File: src/crc8fcd_pkg.sv
// Shared constants and types of the CRC-8 framed command decoder.
package crc8fcd_pkg;

  localparam int unsigned MAX_PAYLOAD = 32;
  localparam int unsigned MAX_FRAME   = 37;
  localparam int unsigned HDR_BYTES   = 4;
  localparam int unsigned MIN_FRAME   = 5;

  localparam int unsigned BYTE_W = 8;
  localparam int unsigned CNT_W  = $clog2(MAX_FRAME + 1);
  localparam int unsigned PAY_AW = $clog2(MAX_PAYLOAD);
  localparam int unsigned LEN_W  = 6;
  localparam int unsigned ERR_W  = 2;
  localparam int unsigned BIT_CNT_W = $clog2(BYTE_W + 1);

  localparam logic [BYTE_W-1:0] CRC_POLY      = 8'h31;
  localparam logic [BYTE_W-1:0] PROTO_VER_RST = 8'h01;

  localparam logic [ERR_W-1:0] ERR_OK     = 2'd0;
  localparam logic [ERR_W-1:0] ERR_FORMAT = 2'd1;
  localparam logic [ERR_W-1:0] ERR_CRC    = 2'd2;

  typedef struct packed {
    logic clear;
    logic start;
  } crc_ctrl_t;

endpackage

File: src/crc8fcd_in_if.sv
// Input channel: one received byte per beat with an end-of-frame mark.
interface crc8fcd_in_if;
  import crc8fcd_pkg::*;

  logic              valid;
  logic              ready;
  logic [BYTE_W-1:0] rx_byte;
  logic              end_of_frame;

  modport source (output valid, output rx_byte, output end_of_frame, input ready);
  modport sink   (input valid, input rx_byte, input end_of_frame, output ready);
endinterface

File: src/crc8fcd_out_if.sv
// Output channel: one decode result per beat.
interface crc8fcd_out_if;
  import crc8fcd_pkg::*;

  logic              valid;
  logic              ready;
  logic              frame_ok;
  logic [ERR_W-1:0]  error_code;
  logic [BYTE_W-1:0] msg_type;
  logic [BYTE_W-1:0] seq_num;
  logic [LEN_W-1:0]  payload_len;
  logic [BYTE_W-1:0] payload_byte;
  logic              last_result;

  modport source (output valid, output frame_ok, output error_code, output msg_type,
                  output seq_num, output payload_len, output payload_byte,
                  output last_result, input ready);
  modport sink   (input valid, input frame_ok, input error_code, input msg_type,
                  input seq_num, input payload_len, input payload_byte,
                  input last_result, output ready);
endinterface

File: src/crc8fcd_ram.sv
// Generic single-write, single-read RAM with registered read data.
module crc8fcd_ram #(
  parameter int unsigned WIDTH = 8,
  parameter int unsigned DEPTH = 32
) (
  input  logic                     clk_i,
  input  logic                     we_i,
  input  logic [$clog2(DEPTH)-1:0] waddr_i,
  input  logic [WIDTH-1:0]         wdata_i,
  input  logic                     re_i,
  input  logic [$clog2(DEPTH)-1:0] raddr_i,
  output logic [WIDTH-1:0]         rdata_o
);

  logic [WIDTH-1:0] mem_q [DEPTH];
  logic [WIDTH-1:0] rdata_q;

  always_ff @(posedge clk_i) begin
    if (we_i) begin
      mem_q[waddr_i] <= wdata_i;
    end
    if (re_i) begin
      rdata_q <= mem_q[raddr_i];
    end
  end

  assign rdata_o = rdata_q;

endmodule

File: src/crc8fcd_crc_unit.sv
// Bit-serial CRC-8 engine: folds one byte into the running CRC, one bit per cycle.
module crc8fcd_crc_unit (
  input  logic                           clk_i,
  input  logic                           rst_ni,
  input  crc8fcd_pkg::crc_ctrl_t         ctrl_i,
  input  logic [crc8fcd_pkg::BYTE_W-1:0] byte_i,
  output logic [crc8fcd_pkg::BYTE_W-1:0] crc_o,
  output logic                           busy_o
);
  import crc8fcd_pkg::*;

  logic [BYTE_W-1:0]    crc_q, crc_d;
  logic [BIT_CNT_W-1:0] bits_q, bits_d;

  always_comb begin
    crc_d  = crc_q;
    bits_d = bits_q;
    if (ctrl_i.clear) begin
      crc_d  = '0;
      bits_d = '0;
    end else if (ctrl_i.start) begin
      crc_d  = crc_q ^ byte_i;
      bits_d = BIT_CNT_W'(BYTE_W);
    end else if (bits_q != '0) begin
      crc_d  = crc_q[BYTE_W-1] ? ({crc_q[BYTE_W-2:0], 1'b0} ^ CRC_POLY)
                               : {crc_q[BYTE_W-2:0], 1'b0};
      bits_d = bits_q - 1'b1;
    end
  end

  always_ff @(posedge clk_i or negedge rst_ni) begin
    if (!rst_ni) begin
      crc_q  <= '0;
      bits_q <= '0;
    end else begin
      crc_q  <= crc_d;
      bits_q <= bits_d;
    end
  end

  assign crc_o  = crc_q;
  assign busy_o = (bits_q != '0);

  // A new byte may only be folded in once the previous one is finished.
  a_no_start_busy: assert property (@(posedge clk_i) disable iff (!rst_ni)
    ctrl_i.start |-> !busy_o)
    else $error("CRC start while busy");

  a_busy_len: assert property (@(posedge clk_i) disable iff (!rst_ni)
    (ctrl_i.start && !ctrl_i.clear) |=> (bits_q == BIT_CNT_W'(BYTE_W)))
    else $error("CRC bit counter not loaded");

  a_clear_zero: assert property (@(posedge clk_i) disable iff (!rst_ni)
    ctrl_i.clear |=> (crc_q == '0 && !busy_o))
    else $error("CRC not cleared");

endmodule

File: src/crc8_framed_command_decoder_core.sv
// Top level of the CRC-8 framed command decoder.
// The block takes one frame byte per input beat; each kept byte is folded into a
// CRC-8 (polynomial 0x31) one bit per cycle, and the input is held not ready while
// that runs (accept, the CRC bit steps, return to idle); a byte past the frame
// limit without an end mark is accepted and dropped. At the end mark the frame is
// checked in the check state; a failed or empty frame then gives one result, and a
// valid frame replays its payload from a 32-entry RAM, each result passing through
// read, load and present, and present is held while the sink holds ready low. The next
// frame's first byte can be accepted the cycle after the last result beat.
module crc8_framed_command_decoder_core (
  input  logic                           clk_i,
  input  logic                           rst_ni,
  input  logic                           cfg_we_i,
  input  logic [crc8fcd_pkg::BYTE_W-1:0] cfg_wdata_i,
  crc8fcd_in_if.sink                     in_i,
  crc8fcd_out_if.source                  out_o
);
  import crc8fcd_pkg::*;

  localparam logic [2:0] S_IDLE  = 3'd0;
  localparam logic [2:0] S_CRC   = 3'd1;
  localparam logic [2:0] S_CHECK = 3'd2;
  localparam logic [2:0] S_READ  = 3'd3;
  localparam logic [2:0] S_LOAD  = 3'd4;
  localparam logic [2:0] S_OUT   = 3'd5;

  logic [2:0]        state_q, state_d;
  logic [BYTE_W-1:0] version_q;
  logic [CNT_W-1:0]  byte_count_q, byte_count_d;
  logic [BYTE_W-1:0] crc_before_q, crc_before_d;
  logic [BYTE_W-1:0] newest_q, newest_d;
  logic [BYTE_W-1:0] version_seen_q, version_seen_d;
  logic [BYTE_W-1:0] type_seen_q, type_seen_d;
  logic [BYTE_W-1:0] seq_seen_q, seq_seen_d;
  logic [BYTE_W-1:0] length_seen_q, length_seen_d;
  logic              eof_q, eof_d;
  logic [PAY_AW-1:0] idx_q, idx_d;

  logic              ok_q, ok_d;
  logic [ERR_W-1:0]  err_q, err_d;
  logic [BYTE_W-1:0] type_q, type_d;
  logic [BYTE_W-1:0] seq_q, seq_d;
  logic [LEN_W-1:0]  len_q, len_d;
  logic [BYTE_W-1:0] pb_q, pb_d;
  logic              last_q, last_d;

  logic              in_acc, out_acc, keep;
  logic              len_err, crc_err;
  logic              ram_we, ram_re;
  logic [PAY_AW-1:0] ram_waddr;
  logic [BYTE_W-1:0] ram_rdata;
  logic [CNT_W-1:0]  pay_pos;
  crc_ctrl_t         crc_ctrl;
  logic [BYTE_W-1:0] crc_running;
  logic              crc_busy;

  assign in_i.ready = (state_q == S_IDLE);
  assign in_acc     = in_i.valid && in_i.ready;
  assign out_o.valid = (state_q == S_OUT);
  assign out_acc    = out_o.valid && out_o.ready;

  assign keep      = (byte_count_q < CNT_W'(MAX_FRAME));
  assign pay_pos   = byte_count_q - CNT_W'(HDR_BYTES);
  assign ram_we    = in_acc && keep && (byte_count_q >= CNT_W'(HDR_BYTES))
                     && (pay_pos < CNT_W'(MAX_PAYLOAD));
  assign ram_waddr = pay_pos[PAY_AW-1:0];
  assign ram_re    = (state_q == S_READ);

  // Checks run in a fixed priority: format first, CRC only on a well-formed frame.
  assign len_err = (byte_count_q < CNT_W'(MIN_FRAME))
                || (version_seen_q != version_q)
                || (length_seen_q > BYTE_W'(MAX_PAYLOAD))
                || ((9'(length_seen_q) + 9'(MIN_FRAME)) != 9'(byte_count_q));
  assign crc_err = (newest_q != crc_before_q);

  assign crc_ctrl.start = in_acc && keep;
  assign crc_ctrl.clear = out_acc && last_q;

  always_comb begin
    state_d        = state_q;
    byte_count_d   = byte_count_q;
    crc_before_d   = crc_before_q;
    newest_d       = newest_q;
    version_seen_d = version_seen_q;
    type_seen_d    = type_seen_q;
    seq_seen_d     = seq_seen_q;
    length_seen_d  = length_seen_q;
    eof_d          = eof_q;
    idx_d          = idx_q;
    ok_d           = ok_q;
    err_d          = err_q;
    type_d         = type_q;
    seq_d          = seq_q;
    len_d          = len_q;
    pb_d           = pb_q;
    last_d         = last_q;

    case (state_q)
      S_IDLE: begin
        if (in_acc) begin
          eof_d = in_i.end_of_frame;
          if (keep) begin
            crc_before_d = crc_running;
            newest_d     = in_i.rx_byte;
            byte_count_d = byte_count_q + 1'b1;
            case (byte_count_q)
              CNT_W'(0): version_seen_d = in_i.rx_byte;
              CNT_W'(1): type_seen_d    = in_i.rx_byte;
              CNT_W'(2): seq_seen_d     = in_i.rx_byte;
              CNT_W'(3): length_seen_d  = in_i.rx_byte;
              default: ;
            endcase
            state_d = S_CRC;
          end else if (in_i.end_of_frame) begin
            state_d = S_CHECK;
          end
        end
      end
      S_CRC: begin
        if (!crc_busy) begin
          state_d = eof_q ? S_CHECK : S_IDLE;
        end
      end
      S_CHECK: begin
        ok_d   = 1'b0;
        err_d  = ERR_OK;
        type_d = '0;
        seq_d  = '0;
        len_d  = '0;
        pb_d   = '0;
        last_d = 1'b1;
        idx_d  = '0;
        if (len_err) begin
          err_d   = ERR_FORMAT;
          state_d = S_OUT;
        end else if (crc_err) begin
          err_d   = ERR_CRC;
          state_d = S_OUT;
        end else if (length_seen_q == '0) begin
          ok_d    = 1'b1;
          type_d  = type_seen_q;
          seq_d   = seq_seen_q;
          state_d = S_OUT;
        end else begin
          state_d = S_READ;
        end
      end
      S_READ: begin
        state_d = S_LOAD;
      end
      S_LOAD: begin
        ok_d    = 1'b1;
        err_d   = ERR_OK;
        type_d  = type_seen_q;
        seq_d   = seq_seen_q;
        len_d   = length_seen_q[LEN_W-1:0];
        pb_d    = ram_rdata;
        last_d  = ((BYTE_W'(idx_q) + 1'b1) == length_seen_q);
        state_d = S_OUT;
      end
      S_OUT: begin
        if (out_acc) begin
          if (last_q) begin
            byte_count_d   = '0;
            crc_before_d   = '0;
            newest_d       = '0;
            version_seen_d = '0;
            type_seen_d    = '0;
            seq_seen_d     = '0;
            length_seen_d  = '0;
            eof_d          = 1'b0;
            state_d        = S_IDLE;
          end else begin
            idx_d   = idx_q + 1'b1;
            state_d = S_READ;
          end
        end
      end
      default: begin
        state_d = S_IDLE;
      end
    endcase
  end

  always_ff @(posedge clk_i or negedge rst_ni) begin
    if (!rst_ni) begin
      state_q        <= S_IDLE;
      version_q      <= PROTO_VER_RST;
      byte_count_q   <= '0;
      crc_before_q   <= '0;
      newest_q       <= '0;
      version_seen_q <= '0;
      type_seen_q    <= '0;
      seq_seen_q     <= '0;
      length_seen_q  <= '0;
      eof_q          <= 1'b0;
      idx_q          <= '0;
    end else begin
      state_q        <= state_d;
      byte_count_q   <= byte_count_d;
      crc_before_q   <= crc_before_d;
      newest_q       <= newest_d;
      version_seen_q <= version_seen_d;
      type_seen_q    <= type_seen_d;
      seq_seen_q     <= seq_seen_d;
      length_seen_q  <= length_seen_d;
      eof_q          <= eof_d;
      idx_q          <= idx_d;
      if (cfg_we_i) begin
        version_q <= cfg_wdata_i;
      end
    end
  end

  always_ff @(posedge clk_i) begin
    ok_q   <= ok_d;
    err_q  <= err_d;
    type_q <= type_d;
    seq_q  <= seq_d;
    len_q  <= len_d;
    pb_q   <= pb_d;
    last_q <= last_d;
  end

  assign out_o.frame_ok     = ok_q;
  assign out_o.error_code   = err_q;
  assign out_o.msg_type     = type_q;
  assign out_o.seq_num      = seq_q;
  assign out_o.payload_len  = len_q;
  assign out_o.payload_byte = pb_q;
  assign out_o.last_result  = last_q;

  crc8fcd_crc_unit u_crc (
    .clk_i  (clk_i),
    .rst_ni (rst_ni),
    .ctrl_i (crc_ctrl),
    .byte_i (in_i.rx_byte),
    .crc_o  (crc_running),
    .busy_o (crc_busy)
  );

  crc8fcd_ram #(
    .WIDTH (BYTE_W),
    .DEPTH (MAX_PAYLOAD)
  ) u_payload_ram (
    .clk_i   (clk_i),
    .we_i    (ram_we),
    .waddr_i (ram_waddr),
    .wdata_i (in_i.rx_byte),
    .re_i    (ram_re),
    .raddr_i (idx_q),
    .rdata_o (ram_rdata)
  );

  a_count_bound: assert property (@(posedge clk_i) disable iff (!rst_ni)
    byte_count_q <= CNT_W'(MAX_FRAME))
    else $error("byte count past frame limit");

  a_ok_matches_code: assert property (@(posedge clk_i) disable iff (!rst_ni)
    out_o.valid |-> (out_o.frame_ok == (out_o.error_code == ERR_OK)))
    else $error("frame_ok disagrees with error code");

  a_last_frees_input: assert property (@(posedge clk_i) disable iff (!rst_ni)
    (out_acc && last_q) |=> (in_i.ready && byte_count_q == '0))
    else $error("frame state not released after last result");

  a_crc_idle_on_check: assert property (@(posedge clk_i) disable iff (!rst_ni)
    (state_q == S_CHECK) |-> !crc_busy)
    else $error("frame checked while CRC still running");

endmodule
File: src/flat_wrapper.sv
// flat-port wrapper written by rule: the top's interface ports become plain ports
module crc8_framed_command_decoder_core_flat import crc8fcd_pkg::*;
  (clk_i, rst_ni, cfg_we_i, cfg_wdata_i, in_i_valid, in_i_rx_byte, in_i_end_of_frame, in_i_ready, out_o_valid, out_o_frame_ok, out_o_error_code, out_o_msg_type, out_o_seq_num, out_o_payload_len, out_o_payload_byte, out_o_last_result, out_o_ready);
  crc8fcd_in_if in_i_i ();
  crc8fcd_out_if out_o_i ();
  input  logic clk_i;
  input  logic rst_ni;
  input  logic cfg_we_i;
  input  logic [crc8fcd_pkg::BYTE_W-1:0] cfg_wdata_i;
  input wire logic [$bits(in_i_i.valid)-1:0] in_i_valid;
  input wire logic [$bits(in_i_i.rx_byte)-1:0] in_i_rx_byte;
  input wire logic [$bits(in_i_i.end_of_frame)-1:0] in_i_end_of_frame;
  output wire logic [$bits(in_i_i.ready)-1:0] in_i_ready;
  output wire logic [$bits(out_o_i.valid)-1:0] out_o_valid;
  output wire logic [$bits(out_o_i.frame_ok)-1:0] out_o_frame_ok;
  output wire logic [$bits(out_o_i.error_code)-1:0] out_o_error_code;
  output wire logic [$bits(out_o_i.msg_type)-1:0] out_o_msg_type;
  output wire logic [$bits(out_o_i.seq_num)-1:0] out_o_seq_num;
  output wire logic [$bits(out_o_i.payload_len)-1:0] out_o_payload_len;
  output wire logic [$bits(out_o_i.payload_byte)-1:0] out_o_payload_byte;
  output wire logic [$bits(out_o_i.last_result)-1:0] out_o_last_result;
  input wire logic [$bits(out_o_i.ready)-1:0] out_o_ready;
  assign in_i_i.valid = in_i_valid;
  assign in_i_i.rx_byte = in_i_rx_byte;
  assign in_i_i.end_of_frame = in_i_end_of_frame;
  assign in_i_ready = in_i_i.ready;
  assign out_o_valid = out_o_i.valid;
  assign out_o_frame_ok = out_o_i.frame_ok;
  assign out_o_error_code = out_o_i.error_code;
  assign out_o_msg_type = out_o_i.msg_type;
  assign out_o_seq_num = out_o_i.seq_num;
  assign out_o_payload_len = out_o_i.payload_len;
  assign out_o_payload_byte = out_o_i.payload_byte;
  assign out_o_last_result = out_o_i.last_result;
  assign out_o_i.ready = out_o_ready;
  crc8_framed_command_decoder_core u_core (.clk_i(clk_i), .rst_ni(rst_ni), .cfg_we_i(cfg_we_i), .cfg_wdata_i(cfg_wdata_i), .in_i(in_i_i), .out_o(out_o_i));
endmodule
File: config.mk
export PLATFORM = sky130hd
export DESIGN_NAME = crc8_framed_command_decoder_core_flat
export DESIGN_NICKNAME = d
export VERILOG_FILES = /design/src/crc8fcd_pkg.sv /design/src/crc8fcd_in_if.sv /design/src/crc8fcd_out_if.sv /design/src/crc8fcd_ram.sv /design/src/crc8fcd_crc_unit.sv /design/src/crc8_framed_command_decoder_core.sv /design/src/flat_wrapper.sv
export SDC_FILE = /design/constraint.sdc
export NUM_CORES = 1
export LEC_CHECK = 0
export ABC_CLOCK_PERIOD_IN_PS = 3700
export BUFFER_PORTS_ARGS = -buffer_cell sky130_fd_sc_hd__clkbuf_2
export CAP_MARGIN = 20
export CORE_AREA = 2 2 204 206
export CTS_CLUSTER_SIZE = 24
export DETAILED_ROUTE_END_ITERATION = 10
export DIE_AREA = 0 0 206 208
export PLACE_DENSITY_LB_ADDON = 0.12
export SETUP_SLACK_MARGIN = 0.5
export SLEW_MARGIN = 20
export SYNTH_ARGS = -nofsm -noshare
export SYNTH_HDL_FRONTEND = slang
export SYNTH_SLANG_ARGS = --single-unit
File: constraint.sdc
create_clock -name clk_i -period 3.7 [get_ports clk_i]
set_clock_uncertainty 0.2 [all_clocks]
set_input_delay 0.74 -clock clk_i [delete_from_list [all_inputs] [get_ports clk_i]]
set_output_delay 0.74 -clock clk_i [all_outputs]
set_load 0.05 [all_outputs]
* Yosys cells after proc, flatten, opt, wreduce, memory -nomap -nowiden *
Memories as Yosys holds them, arrays and structs flattened. A register that Yosys moved wholly into a read port is not among the register bits.
Cells that the tools add are included.

storage, ports and cells
  register bits after elaboration = 117
  bits in writable memories = 256
  bits of input ports = 22
  output and inout port bits = 36
  logic and storage cells = 156
  memories kept = 1

memory list
  memory                      depth  bits a word  rd ports  clocked after Yosys merged registers in  wr ports  line               text
  u_core.u_payload_ram.mem_q  32     8            1         1                                        1         crc8fcd_ram.sv:15  logic [WIDTH-1:0] mem_q [DEPTH];

operators by class
  $add $sub $neg = 6
  order comparisons = 5
  eq/ne operators = 23
  multiplexer cells = 74
  bitwise operators = 2
  reductions and logical operators = 25

operator list
  cell                                                                              count
  8-bit two-way mux                                                                 27
  8-bit case mux with 2 select lines                                                9
  6-bit two-way mux                                                                 5
  3-bit two-way mux                                                                 8
  6-bit case mux with 2 select lines                                                2
  6-bit AND reduction                                                               4
  2-bit inequality test (second input constant)                                     10
  3-bit case mux with 6 select lines                                                1
  8-bit inequality test                                                             2
  6-bit by 2-bit equality test with 1-bit output (second input constant)            2
  6-bit less-than comparator (second input constant)                                2
  4-bit two-way mux                                                                 3
  5-bit two-way mux                                                                 2
  5-bit case mux with 2 select lines                                                1
  8-bit by 3-bit adder with 9-bit output (second input constant)                    1
  9-bit by 6-bit inequality test with 1-bit output                                  1
  8-bit equality test                                                               1
  8-bit by 6-bit greater-than comparator with 1-bit output (second input constant)  1
  8-bit logical NOT                                                                 1
  1-bit two-way mux                                                                 8
  2-bit two-way mux                                                                 4
  4-bit AND reduction                                                               2
  8-bit bitwise XOR                                                                 1
  5-bit by 1-bit adder with 6-bit output (second input constant)                    1
  23 further kinds                                                                  36

* Depth between registers and ports, before layout *
Gate-level depths: netlist (run 1).

  depth after elaboration = 7
  depth in mapped cells = 10

* Hierarchy *
A second synthesis (run 1) with hierarchy kept.

unflattened totals
  cell total of the unflattened synthesis = 917
  area total of the unflattened synthesis = 15,912.8 um2

modules (own cells, without submodules)
  module                            times used  cells an instance  area each (um2)  sequential area each (um2)
  crc8fcd_ram                       1           417                10,133.5         7,927.6
  crc8_framed_command_decoder_core  1           429                5,069.9          2,798.9
  crc8fcd_crc_unit                  1           71                 709.4            300.3

* Worst setup path after synthesis (run 1) *
Ideal clock, no wire load.

  kind = register -> register
  from = register u_core.state_q[2]
  to = register u_core.err_q[0] (netlist: u_core.out_o.error_code[0]), enable pin
  library setup time = 0.425 ns
  data arrival time = 2.345 ns
  required time = 3.075 ns
  slack = 0.730 ns
  cell stages (with the launch flop) = 5
  buffers on the path = 2
  period minus slack after synthesis = 2.970 ns
  cells stage by stage = dfrtp_1 > clkbuf_1 > clkbuf_1 > xnor2_1 > nor2_1

on the way
  word-level cells in the longest chain between the ends = 2
  elaborated cells on any way between the ends = 3
  classes of those cells = eq/ne (2); reduce/logical (1)

RTL lines
  what                                                                                          line                                     text
  from (decl)                                                                                   crc8_framed_command_decoder_core.sv:27   logic [2:0] state_q, state_d;
  from (signal assigned)                                                                        crc8_framed_command_decoder_core.sv:199  state_q <= state_d;
  3-bit equality test / 3-bit by 2-bit equality test with 1-bit output (equally long branches)  crc8_framed_command_decoder_core.sv:98   case (state_q)
  2-bit nonzero test (no line) (*)                                                              -
  to (signal assigned)                                                                          crc8_framed_command_decoder_core.sv:217  err_q <= err_d;
  to (decl)                                                                                     crc8_framed_command_decoder_core.sv:40   logic [ERR_W-1:0] err_q, err_d;

Mark *: on every way between the ends. The rest lies on a longest branch, timed or not.
A chain may end at the register's enable or synchronous reset.

* Final worst setup path (run 1) *
  from = register u_core.state_q[0]
  to = output port in_i_ready

on the way
  word-level cells in the longest chain between the ends = 1

RTL lines
  what               line                                    text
  3-bit logical NOT  crc8_framed_command_decoder_core.sv:57  assign in_i.ready = (state_q == S_IDLE);
  to (decl)          flat_wrapper.sv:13                      output wire logic [$bits(in_i_i.ready)-1:0] in_i_ready;

Every way passes these cells.

==> run summary, run 1 <==
Hold Startpoint -> cfg_wdata_i[7]
CP Capture Type -> output port
Yosys cell types -> 69
worst r2r src -> u_core.byte_count_q[3]
height of the die -> 208 µm
EDFF count, synth -> 298
Wirelength per Cell -> 23.03 µm
register area -> 0.01103 mm²
min cycle time layout -> 3118 ps
hold path depth -> 2
highest metal used -> met4
Mapped Cells -> 931
worst reg-to-reg path cell count -> 8
Yosys Warn Count -> 0
flop2flop setup slack -> 690 ps
status -> complete, no violations
Metal-1 WL -> 17560 µm
first-pass GRT wire length -> 56300 µm
PortBufs -> 57
static leakage -> 6.430 nW
clock-pin slew on the worst setup and hold paths -> 50 ps
DR pass1 iterations -> 4
initial antenna violation count -> 3
routability cong. -> 0.7979
max-cap violation count -> 0
final core utilization -> 45.67%
met2 wire len -> 16860 µm
die width -> 206 µm
setup TNS -> 0 ps
WP data arrival -> 2180 ps
total track usage -> 17.75%
Area Overhead vs Synth -> 15.70%
RSZ-0062 raised after global routing -> true
Remaining DRCs -> 0
period utilization -> 84.27%
layout cell share with drive strength beyond 1 -> 30.43%
CP Max Fanout -> 14
Fmax -> 320.7 MHz
Primary FF master, synth -> edfxtp_1
CTS tree -> yes
syn_nets -> 967
pwr dens -> 672.9 mW/mm²
Initial Utilization -> 39.47%
Fillers -> 3563
remaining antenna violation count after routing -> 0
crit path kind -> flip-flop to output port
Power Total -> 12.46 mW
final hold vios -> 0
Setup crit start kind -> flip-flop
area of the multi-input gates -> 0.004737 mm²
DR vias/cell -> 5.305
maximum clock path buffer count -> 3
# rows -> 74
IO Count -> 58
htree depth -> 2
Worst-Skew Late Latency -> 560 ps
hold path endpoint -> u_core.version_q[7]
ys async rst share -> 21.78%
Detailed Route Iter0 Violations -> 644
Req. time, crit path -> 2760 ps
pin count of the biggest net entering global routing -> 69
Worst-Margin Slew -> 975.5 ps
met3 WL post-DR -> 1681 µm
Reg2Reg Capture Point -> u_core.u_payload_ram.mem_q[14][0]
Slew headroom -> 34.81%
Core ar. -> 0.04055 mm²
Syn Area/Cell -> 17.19 µm²
Peak VDD IR -> 0.0003441 V
Overflow after GRT -> 0
register bit count reported by yosys -> 381
nets -> 1074
max-slew violation count -> 0
dpl hpwl -> 24340 µm
placed inst area -> 0.01720 mm²
die area -> 0.04285 mm²
sequential cell area fraction in the yosys report -> 68.89%
total CTS buffers -> 42
final wirelength -> 36900 µm
Cell Area, Synth -> 0.01601 mm²
vias -> 8498
Clock Sinks -> 381
Design Area, Final -> 0.01852 mm²
Root Driver -> clkbuf_16
vias in the first global route -> 8818
hold crit path type -> input pin to flip-flop
Setup violations, final -> 0
cells in the mapped netlist, drive strengths merged (10+ instances only):
library cell | count | area [µm²]
nor2 | 52 | 195.2
nand3 | 11 | 55.05
a21boi | 16 | 146.4
mux2 | 49 | 551.8
ha | 14 | 175.2
o21ai | 22 | 125.1
and3 | 19 | 118.9
buf | 19 | 95.09
xnor2 | 23 | 201.4
nor2b | 13 | 81.33
inv | 17 | 63.81
a21oi | 12 | 60.06
edfxtp | 298 | 8949
and2 | 10 | 62.56
dfrtp | 82 | 2052
mux4 | 80 | 1802
xor2 | 13 | 113.9
clkbuf | 30 | 113.9
nand2 | 53 | 198.9
metrics by stage:
step	cells	hold WS [ps]	worst slack (ps)
after floorplan	931	244.4	730.3
after global placement	1524	283.7	521.4
after detailed placement	1524	288.8	543.0
after CTS	1599	178.7	498.7
after global routing	1600	190.2	500.6
final	1602	214.3	582.1
layout make-up:
cell class | count | share of cell area (%)
clock inverters | 14 | 0.6418
clock buffers | 60 | 6.155
well taps | 532 | 3.594
diodes | 2 | 0.02703
flip-flops and latches | 381 | 59.58
repair buffers | 112 | 4.081
inverters | 17 | 0.3446
multi-input cells | 484 | 25.58
worst max-delay path, stage by stage, from the launching register on:
cell and delay, ps:
dfrtp_1 560, or3_1 600, inv_2 160, clkbuf_2 300
flip-flops by register name, indices dropped and copies added, names as in the netlist:
| register | cells |
|---|---|
| u_core.state_q | 3 |
| u_core.idx_q | 5 |
| u_core.version_q | 8 |
| u_core.u_crc.crc_o | 8 |
| u_core.out_o.last_result | 1 |
| u_core.u_payload_ram.rdata_o | 8 |
| u_core.seq_seen_q | 8 |
| u_core.out_o.msg_type | 8 |
| u_core.version_seen_q | 8 |
| u_core.newest_q | 8 |
| u_core.byte_count_q | 6 |
| u_core.out_o.payload_len | 6 |
| u_core.out_o.frame_ok | 1 |
| u_core.u_payload_ram.mem_q | 256 |
| u_core.eof_q | 1 |
| u_core.crc_before_q | 8 |
| u_core.out_o.seq_num | 8 |
| u_core.u_crc.bits_q | 4 |
| u_core.out_o.error_code | 2 |
| u_core.length_seen_q | 8 |
| u_core.type_seen_q | 8 |
| u_core.out_o.payload_byte | 8 |
what timing repair did:
| item | 4_1_cts | 5_1_grt |
|---|---|---|
| setup buffers | 0 | 1 |
| endpoints found under the setup margin | 2 | 307 |
| hold endpoints to repair | 27 | 0 |
| resized for setup | 0 | 10 |
| hold buffers | 1 | 0 |
per-layer routing:
metal | track usage (%) | vias up
met5 | 0 | -
li1 | - | 3851
met3 | 3.477 | 47
met2 | 26.63 | 197
met4 | 4.778 | 0
met1 | 26.43 | 4403
how the worst max path moves through the flow:
stage	startpoint	endpoint	slack [ps]
2_1_floorplan	u_core.state_q[2]	u_core.out_o.error_code[0]	730
5_1_grt	u_core.state_q[0]	in_i_ready	500
3_3_place_gp	u_core.byte_count_q[3]	u_core.u_payload_ram.mem_q[14][3]	520
3_5_place_dp	u_core.byte_count_q[3]	u_core.u_payload_ram.mem_q[15][3]	540
6_report	u_core.state_q[0]	in_i_ready	580
4_1_cts	u_core.byte_count_q[3]	u_core.u_payload_ram.mem_q[14][2]	500
cells by family after synthesis:
group	synth area share (%)
DFF	68.89
adders and majority gates	1.094
muxes	15.27
AOI/OAI and AO/OA	4.933
and+or+nand+nor	6.144
buffers and inverters	1.704
xor gates and xnor gates	1.970
power by group:
part	total [mW]	switching, mW	internal (mW)
sequential	5.57	0.464	5.11
clock	3.91	1.63	2.28
combinational	2.98	1.64	1.34
layout by cell type, fill, tap and decap left out, drive strengths merged, types with 3 or more instances in the layout:
cell / n
edfxtp: 298
clkbuf: 116
dfrtp: 82
mux4: 80
buf: 55
nand2: 53
nor2: 52
mux2: 49
xnor2: 23
o21ai: 22
and3: 19
inv: 19
a21boi: 16
ha: 14
xor2: 13
nor2b: 13
a21oi: 12
nand3: 11
and2: 10
clkinv: 10
mux2i: 9
a22o: 9
o22ai: 9
o2bb2ai: 8
nand4: 6
or3: 6
nor3: 5
nor4: 4
o2111ai: 3
No activity file was read; power rests on OpenSTA's default activity.
==> inputs of run 2 (changes only) <==
Settings changed: ABC_AREA set to 1, ABC_CLOCK_PERIOD_IN_PS 3700 to 2700, CORE_AREA 2 2 204 206 to 2 2 203 205, DIE_AREA 0 0 206 208 to 0 0 205 207.
Clock period 3.7 ns to 2.7 ns, I/O delays scaled along.
==> run 2 against run 1 <==
Effect of this change: sequential cell count stayed put; first-iteration DRC count is 18% higher; design area is 6.3% higher; worst setup slack worse by 150 ps; clock power is 34% higher; critical path type is now flip-flop to flip-flop; critical endpoint is now u_core.u_payload_ram.mem_q[26][4].
==> run summary, run 2 <==
status -> complete, no violations
Detailed Route Iter0 Violations -> 757 (+18%)
layout cell share with drive strength beyond 1 -> 22.50% (-7.9 points)
biggest area consumer among synthesized cells -> edfxtp_1
ys async rst share -> 21.78% (unchanged)
EDFF count, synth -> 298 (unchanged)
Gate power share -> 37.7% (+14 points)
P_sw -> 7.997 mW (+110%)
Setup violations, final -> 0 (unchanged)
placed insts -> 1974 (+30%)
hold crit path type -> input pin to flip-flop
Peak VDD IR -> 0.0005729 V (+66%)
Primary FF master, synth -> edfxtp_1
setup TNS -> 0 ps (unchanged)
maximum clock path buffer count -> 3 (unchanged)
Sw Ratio -> 38.22% (+8.2 points)
Mapped Cells -> 1403 (+51%)
CTS tree -> yes
post-synth top area share -> 55.96% (+0.057 points)
WP data arrival -> 2290 ps (+110 ps)
initial antenna violation count -> 0 (-3)
routability cong. -> 0.8540 (+7.0%)
Initial Utilization -> 39.61% (+0.14 points)
Slew headroom -> 59.50% (+25 points)
Diodes inserted -> 0 (-2)
Yosys cell types -> 36 (-48%)
Core ar. -> 0.04037 mm² (-0.46%)
Clock Sinks -> 381 (unchanged)
commonest non-fill, non-tap cell in the layout -> edfxtp_1
Setup crit start kind -> flip-flop
Yosys Warn Count -> 0 (unchanged)
Remaining DRCs -> 0 (unchanged)
most frequent cells in the layout -> edfxtp_1 (298), nand2_1 (191), nor2_1 (151)
period utilization -> 84.00%
Fmax -> 440.9 MHz
vias in the first global route -> 10.73k (+22%)
htree depth -> 2 (unchanged)
Worst-Margin Slew -> 607.4 ps (-368.0 ps)
first-pass GRT wire length -> 64540 µm (+15%)
static leakage -> 7.354 nW (+14%)
DR vias/cell -> 5.232 (-1.4%)
Fillers -> 3706 (+4.0%)
final hold vios -> 0 (unchanged)
Area contributors post-synth -> edfxtp_1 (56%), dfrtp_1 (13%), o21ai_0 (5.1%), nand2_1 (4.9%), nor2_1 (4.7%)
Non-Filler Instances -> 2105 (+31%)
sequential cell area fraction in the yosys report -> 68.96% (+0.070 points)
max-cap violation count -> 0 (unchanged)
remaining antenna violation count after routing -> 0 (unchanged)
register bit count reported by yosys -> 381 (unchanged)
die area -> 0.04244 mm² (-0.96%)
synth cell count leaders -> edfxtp_1 (298), nand2_1 (207), nor2_1 (201)
CP Capture Type -> flip-flop
nets -> 1577 (+47%)
die width -> 205 µm (-0.49%)
Root Driver -> clkbuf_16
dpl hpwl -> 27620 µm (+13%)
clock share of power -> 25.1% (-6.3 points)
worst hold slack -> 21.45 ps (-192.9 ps)
total track usage -> 20.39% (+2.6 points)
sequential fraction of design power -> 37.2% (-7.5 points)
final core utilization -> 48.76% (+3.1 points)
# rows -> 74 (unchanged)
final wirelength -> 43690 µm (+18%)
PortBufs -> 57 (unchanged)
vias -> 11.01k (+30%)
syn_nets -> 1439 (+49%)
clock-pin slew on the worst setup and hold paths -> 50 ps (about the same)
Wirelength per Cell -> 20.76 µm (-9.9%)
total CTS buffers -> 41 (-2.4%)
most common cell in the netlist -> edfxtp_1
Syn Area/Cell -> 11.40 µm² (-34%)
Cell Area, Synth -> 0.01599 mm² (-0.10%)
Most flops, register -> u_core.u_payload_ram.mem_q
Worst-Skew Late Latency -> 570 ps (about the same)
height of the die -> 207 µm (-0.48%)
pin count of the biggest net entering global routing -> 60 (-13%)
RSZ-0062 raised after global routing -> true
internal power -> 12.92 mW (+48%)
max-slew violation count -> 0 (unchanged)
CP Max Fanout -> 8 (-6)
pwr dens -> 1063 mW/mm² (+58%)
min cycle time layout -> 2268 ps
Overflow after GRT -> 0 (unchanged)
IO Count -> 58 (unchanged)
Req. time, crit path -> 2720 ps (-40 ps)
DR pass1 iterations -> 5 (+1)
crit path kind -> flip-flop to flip-flop
Area Overhead vs Synth -> 23.10%
max reg flops -> 256 (unchanged)
run 2: cell count changes in the layout (fill, tap and decap cells not counted), sizes merged, moves of 32 or more:
cell	previous run	this run
a21oi	12	81
nor2	52	201
mux4	80	0
buf	55	90
o21ai	22	179
o221ai	0	32
nand2	53	212
inv	19	114
mux2	49	2
run 2: final timing paths:
check                           slack, ps                    from  depth (start not counted)                                 to
worst max-delay path                  430  u_core.byte_count_q[3]                         10  u_core.u_payload_ram.mem_q[26][4]
worst min-delay path                   20          cfg_wdata_i[5]                          3                u_core.version_q[5]
worst max register to register        430  u_core.byte_count_q[3]                         10  u_core.u_payload_ram.mem_q[26][4]
worst min register to register        310  u_core.crc_before_q[7]                          2             u_core.crc_before_q[7]
max in group asynchronous            1350                  rst_ni                          3                u_core.version_q[0]
min in group asynchronous             250                  rst_ni                          2            u_core.length_seen_q[6]
run 2: final cells by class:
class,count,area [µm²],area share (%)
clock buffer,51,1095,5.562
timing repair buffer,156,1349,6.852
tap,532,665.6,3.382
multi-input combinational,843,4923,25.01
clock inverter,24,145.1,0.7373
inverter,118,469.2,2.384
sequential,381,11040,56.07
run 2: metal layers:
metal / GRT usage (%) / up-vias / wire [µm]
met2: 32.85 / 321 / 20880
met3: 2.832 / 84 / 2089
met4: 8.583 / 0 / 1596
met1: 27.71 / 5398 / 19120
met5: 0 / - / 0
li1: - / 5211 / -
run 2: power groups by stage:
stage                     registers, mW  logic [mW]  clock network (mW)
after global placement             7.88        6.70                   0
final                              7.79        7.89                5.24
after detailed placement           7.89        6.72                   0
after global routing               7.87        8.58                5.60
after CTS                          7.76        7.31                5.36
after floorplan                    8.34        4.24                   0
run 2: worst max-delay path, stage by stage, from the launching register on:
cell,delay (ps)
dfrtp_1,390
inv_2,90
ha_4,180
nand2_2,70
nand2_2,50
nand2_2,90
nand3_4,100
nor3_4,160
buf_12,180
nand2_8,150
nor2_4,270
run 2: per-stage QoR:
step                total power, mW  instance area, µm²  setup slack, ps
detailed placement            14.61               17420           -38.40
floorplan                     12.58               16340           -140.6
global placement              14.57               17420            66.30
global route                  22.05               19680            329.5
CTS                           20.43               19140            370.2
finish                        20.92               19680            432.1
run 2: cell families (layout without fill, tap and decap cells):
logic type                 count (synthesis)  count (layout)  synth area share [%]
muxes                                      4               4                0.2660
buffers and inverters                    181             349                 4.523
xor gates and xnor gates                  25              25                 1.369
DFF                                      381             381                 68.96
AOI/OAI and AO/OA                        339             341                 12.24
adders and majority gates                 14              14                 1.095
and+or+nand+nor                          459             459                 11.55
run 2: what timing repair did:
action,in CTS,in global routing
pin swaps,26,44
endpoints found under the hold margin,29,0
hold buffers,6,0
gates resized for setup,64,90
buffers inserted,24,21
endpoints found under the setup margin,325,351
gates cloned,2,3
==> inputs of run 3 (changes only) <==
Settings changed: ABC_AREA 1 to 0, ABC_CLOCK_PERIOD_IN_PS 2700 to 2100, CORE_AREA 2 2 203 205 to 2 2 204 206, DIE_AREA 0 0 205 207 to 0 0 206 208.
Clock period 2.7 ns to 2.1 ns, I/O delays scaled along.
==> run 3 against run 2 <==
Effect of this change: the run now ends with negative setup slack left; sequential power rose by 24%; sequential cell count unchanged; design area rose by 14%; worst setup slack lost 920 ps; total power up 28%; largest power group unchanged.
==> run summary, run 3 (synthesis results as in run 1) <==
max-slew violation count -> 0 (unchanged)
register area -> 0.01103 mm² (about the same)
vias -> 9478 (-14%)
placed inst area -> 0.01855 mm² (+6.5%)
pwr dens -> 1189 mW/mm² (+12%)
die area -> 0.04285 mm² (+0.97%)
M3 GR Usage -> 3.195% (+0.36 points)
DR pass1 iterations -> 4 (-1)
vias in the first global route -> 9833 (-8.4%)
CP Max Fanout -> 17 (+9)
failing checks -> negative setup slack
commonest non-fill, non-tap cell in the layout -> edfxtp_1
met1 global-route usage -> 30.79% (+3.1 points)
Fillers -> 3142 (-15%)
final wirelength -> 45410 µm (+3.9%)
slowest cell delay on critical path -> 390 ps (about the same)
IO Count -> 58 (unchanged)
Req. time, crit path -> 2310 ps (-410 ps)
Sw Ratio -> 31.25% (-7.0 points)
pin count of the biggest net entering global routing -> 49 (-18%)
die width -> 206 µm (+0.49%)
Root Driver -> clkbuf_16
hold crit path type -> input pin to flip-flop
RSZ-0062 raised after global routing -> true
min cycle time layout -> 2592 ps (+323.6 ps)
crit path kind -> flip-flop to flip-flop
Fmax -> 385.9 MHz (-12%)
Setup crit start kind -> flip-flop
Worst-Margin Slew -> 549.4 ps (-58.08 ps)
Detailed Route Iter0 Violations -> 784 (+3.6%)
Core ar. -> 0.04055 mm² (+0.46%)
routability cong. -> 0.7792 (-8.8%)
crit path max-delay cell type -> dfrtp_1
layout cell share with drive strength beyond 1 -> 50.65% (+28 points)
sequential fraction of design power -> 36.1% (-1.1 points)
P_sw -> 8.339 mW (+4.3%)
DR vias/cell -> 5.355 (+2.3%)
PortBufs -> 57 (unchanged)
Design Area, Final -> 0.02245 mm² (+14%)
Diodes inserted -> 0 (unchanged)
met2 Use GR -> 34.96% (+2.1 points)
nets -> 1244 (-21%)
Most flops, register -> u_core.u_payload_ram.mem_q
total CTS buffers -> 43 (+4.9%)
static leakage -> 7.944 nW (+8.0%)
Wirelength per Cell -> 25.66 µm (+24%)
maximum clock path buffer count -> 3 (unchanged)
Initial Utilization -> 39.47% (-0.14 points)
max-cap violation count -> 0 (unchanged)
clock share of power -> 26.1% (+1.0 points)
Setup violations, final -> 351 (+351)
htree depth -> 2 (unchanged)
setup TNS -> -110910 ps (-110910 ps)
final worst slack -> -491.5 ps (-923.6 ps)
period utilization -> 123.4% (+39 points)
Worst-Skew Late Latency -> 570 ps (about the same)
cell mode on critical path -> buf_4
first-pass GRT wire length -> 67250 µm (+4.2%)
final hold vios -> 0 (unchanged)
remaining antenna violation count after routing -> 0 (unchanged)
dpl hpwl -> 28470 µm (+3.1%)
CP Capture Type -> flip-flop
WP data arrival -> 2800 ps (+510 ps)
area of the multi-input gates -> 0.005913 mm² (+20%)
cells along the critical path -> buf_4 -> buf_6 -> buf_6 -> ha_4 -> buf_4 -> or3_1 -> a31oi_2 -> buf_4 -> o2111ai_4 -> buf_12 -> a21boi_2
Area Overhead vs Synth -> 40.26%
Peak VDD IR -> 0.0006273 V (+9.5%)
most used routing layer in global routing -> met2
initial antenna violation count -> 0 (unchanged)
Slew headroom -> 63.38% (+3.9 points)
clock-pin slew on the worst setup and hold paths -> 60 ps (about the same)
status -> complete, but fails checks
Overflow after GRT -> 0 (unchanged)
# rows -> 74 (unchanged)
Gate power share -> 37.8% (about the same)
cell family with most CP delay -> buffers and inverters
Remaining DRCs -> 0 (unchanged)
total track usage -> 21.67% (+1.3 points)
height of the die -> 208 µm (+0.48%)
Power Total -> 26.69 mW (+28%)
CTS tree -> yes
internal power -> 18.35 mW (+42%)
sum of buffers and inverters on the critical path -> 6 (+4)
Non-Filler Instances -> 1770 (-16%)
most frequent cells in the layout -> edfxtp_1 (298), buf_4 (105), mux4_2 (80)
max reg flops -> 256 (unchanged)
Clock Sinks -> 381 (unchanged)
placed insts -> 1588 (-20%)
[run 3: per-layer routing]
metal | routed length, µm | up-vias
met1 | 20250 | 4991
li1 | - | 4227
met5 | 0 | -
met3 | 1857 | 51
met2 | 22420 | 209
met4 | 887 | 0
[run 3: area by class of cell]
cell class | count | area share, %
sequential | 381 | 49.15
multi-input combinational | 485 | 26.34
tap | 532 | 2.965
clock inverter | 17 | 0.4793
clock buffer | 58 | 5.272
inverter | 17 | 0.3567
timing repair buffer | 280 | 15.44
[run 3: stage by stage]
stage | hold slack (ps) | util [%] | setup WS (ps)
2_1_floorplan | -75.59 | - | -334.4
3_3_place_gp | 147.9 | 45.75 | -482.0
3_5_place_dp | 147.7 | 45.75 | -530.5
4_1_cts | 1.758 | 54.00 | -443.0
5_1_grt | 14.02 | 55.36 | -585.9
6_report | 15.49 | 55.36 | -491.5
[run 3: worst paths after layout]
| kind | start | endpoint | slack [ps] | cells past startpoint |
|---|---|---|---|---|
| setup / recovery | u_core.length_seen_q[1] | u_core.out_o.seq_num[1] | -490 | 11 |
| hold / removal | in_i_rx_byte[5] | u_core.u_payload_ram.mem_q[0][5] | 20 | 1 |
| setup reg to reg | u_core.length_seen_q[1] | u_core.out_o.seq_num[1] | -490 | 11 |
| hold reg to reg | u_core.seq_seen_q[2] | u_core.seq_seen_q[2] | 310 | 1 |
| max in group asynchronous | rst_ni | u_core.u_crc.crc_o[3] | 990 | 3 |
| min in group asynchronous | rst_ni | u_core.type_seen_q[1] | 110 | 2 |
[run 3: what timing repair did]
item	in CTS	in global routing
pin swaps	56	55
setup buffers	66	14
resized for setup	211	80
endpoints found under the setup margin	444	451
cloned	12	5
hold endpoints to repair	91	0
hold buffers	10	0
[run 3: worst reg2reg max path: stages, from the launching register on]
cell	delay, ps
dfrtp_1	390
buf_4	140
buf_6	100
buf_6	110
ha_4	170
buf_4	140
or3_1	310
a31oi_2	190
buf_4	160
o2111ai_4	140
buf_12	200
a21boi_2	190
[run 3: power by group through the flow]
stage	sequential (mW)	combinational [mW]	clock [mW]
after floorplan	9.83	4.91	0
after global placement	9.73	7.68	0
after detailed placement	9.74	7.71	0
after CTS	9.62	9.57	7.08
after global routing	9.73	10.7	7.40
final	9.64	10.1	6.97
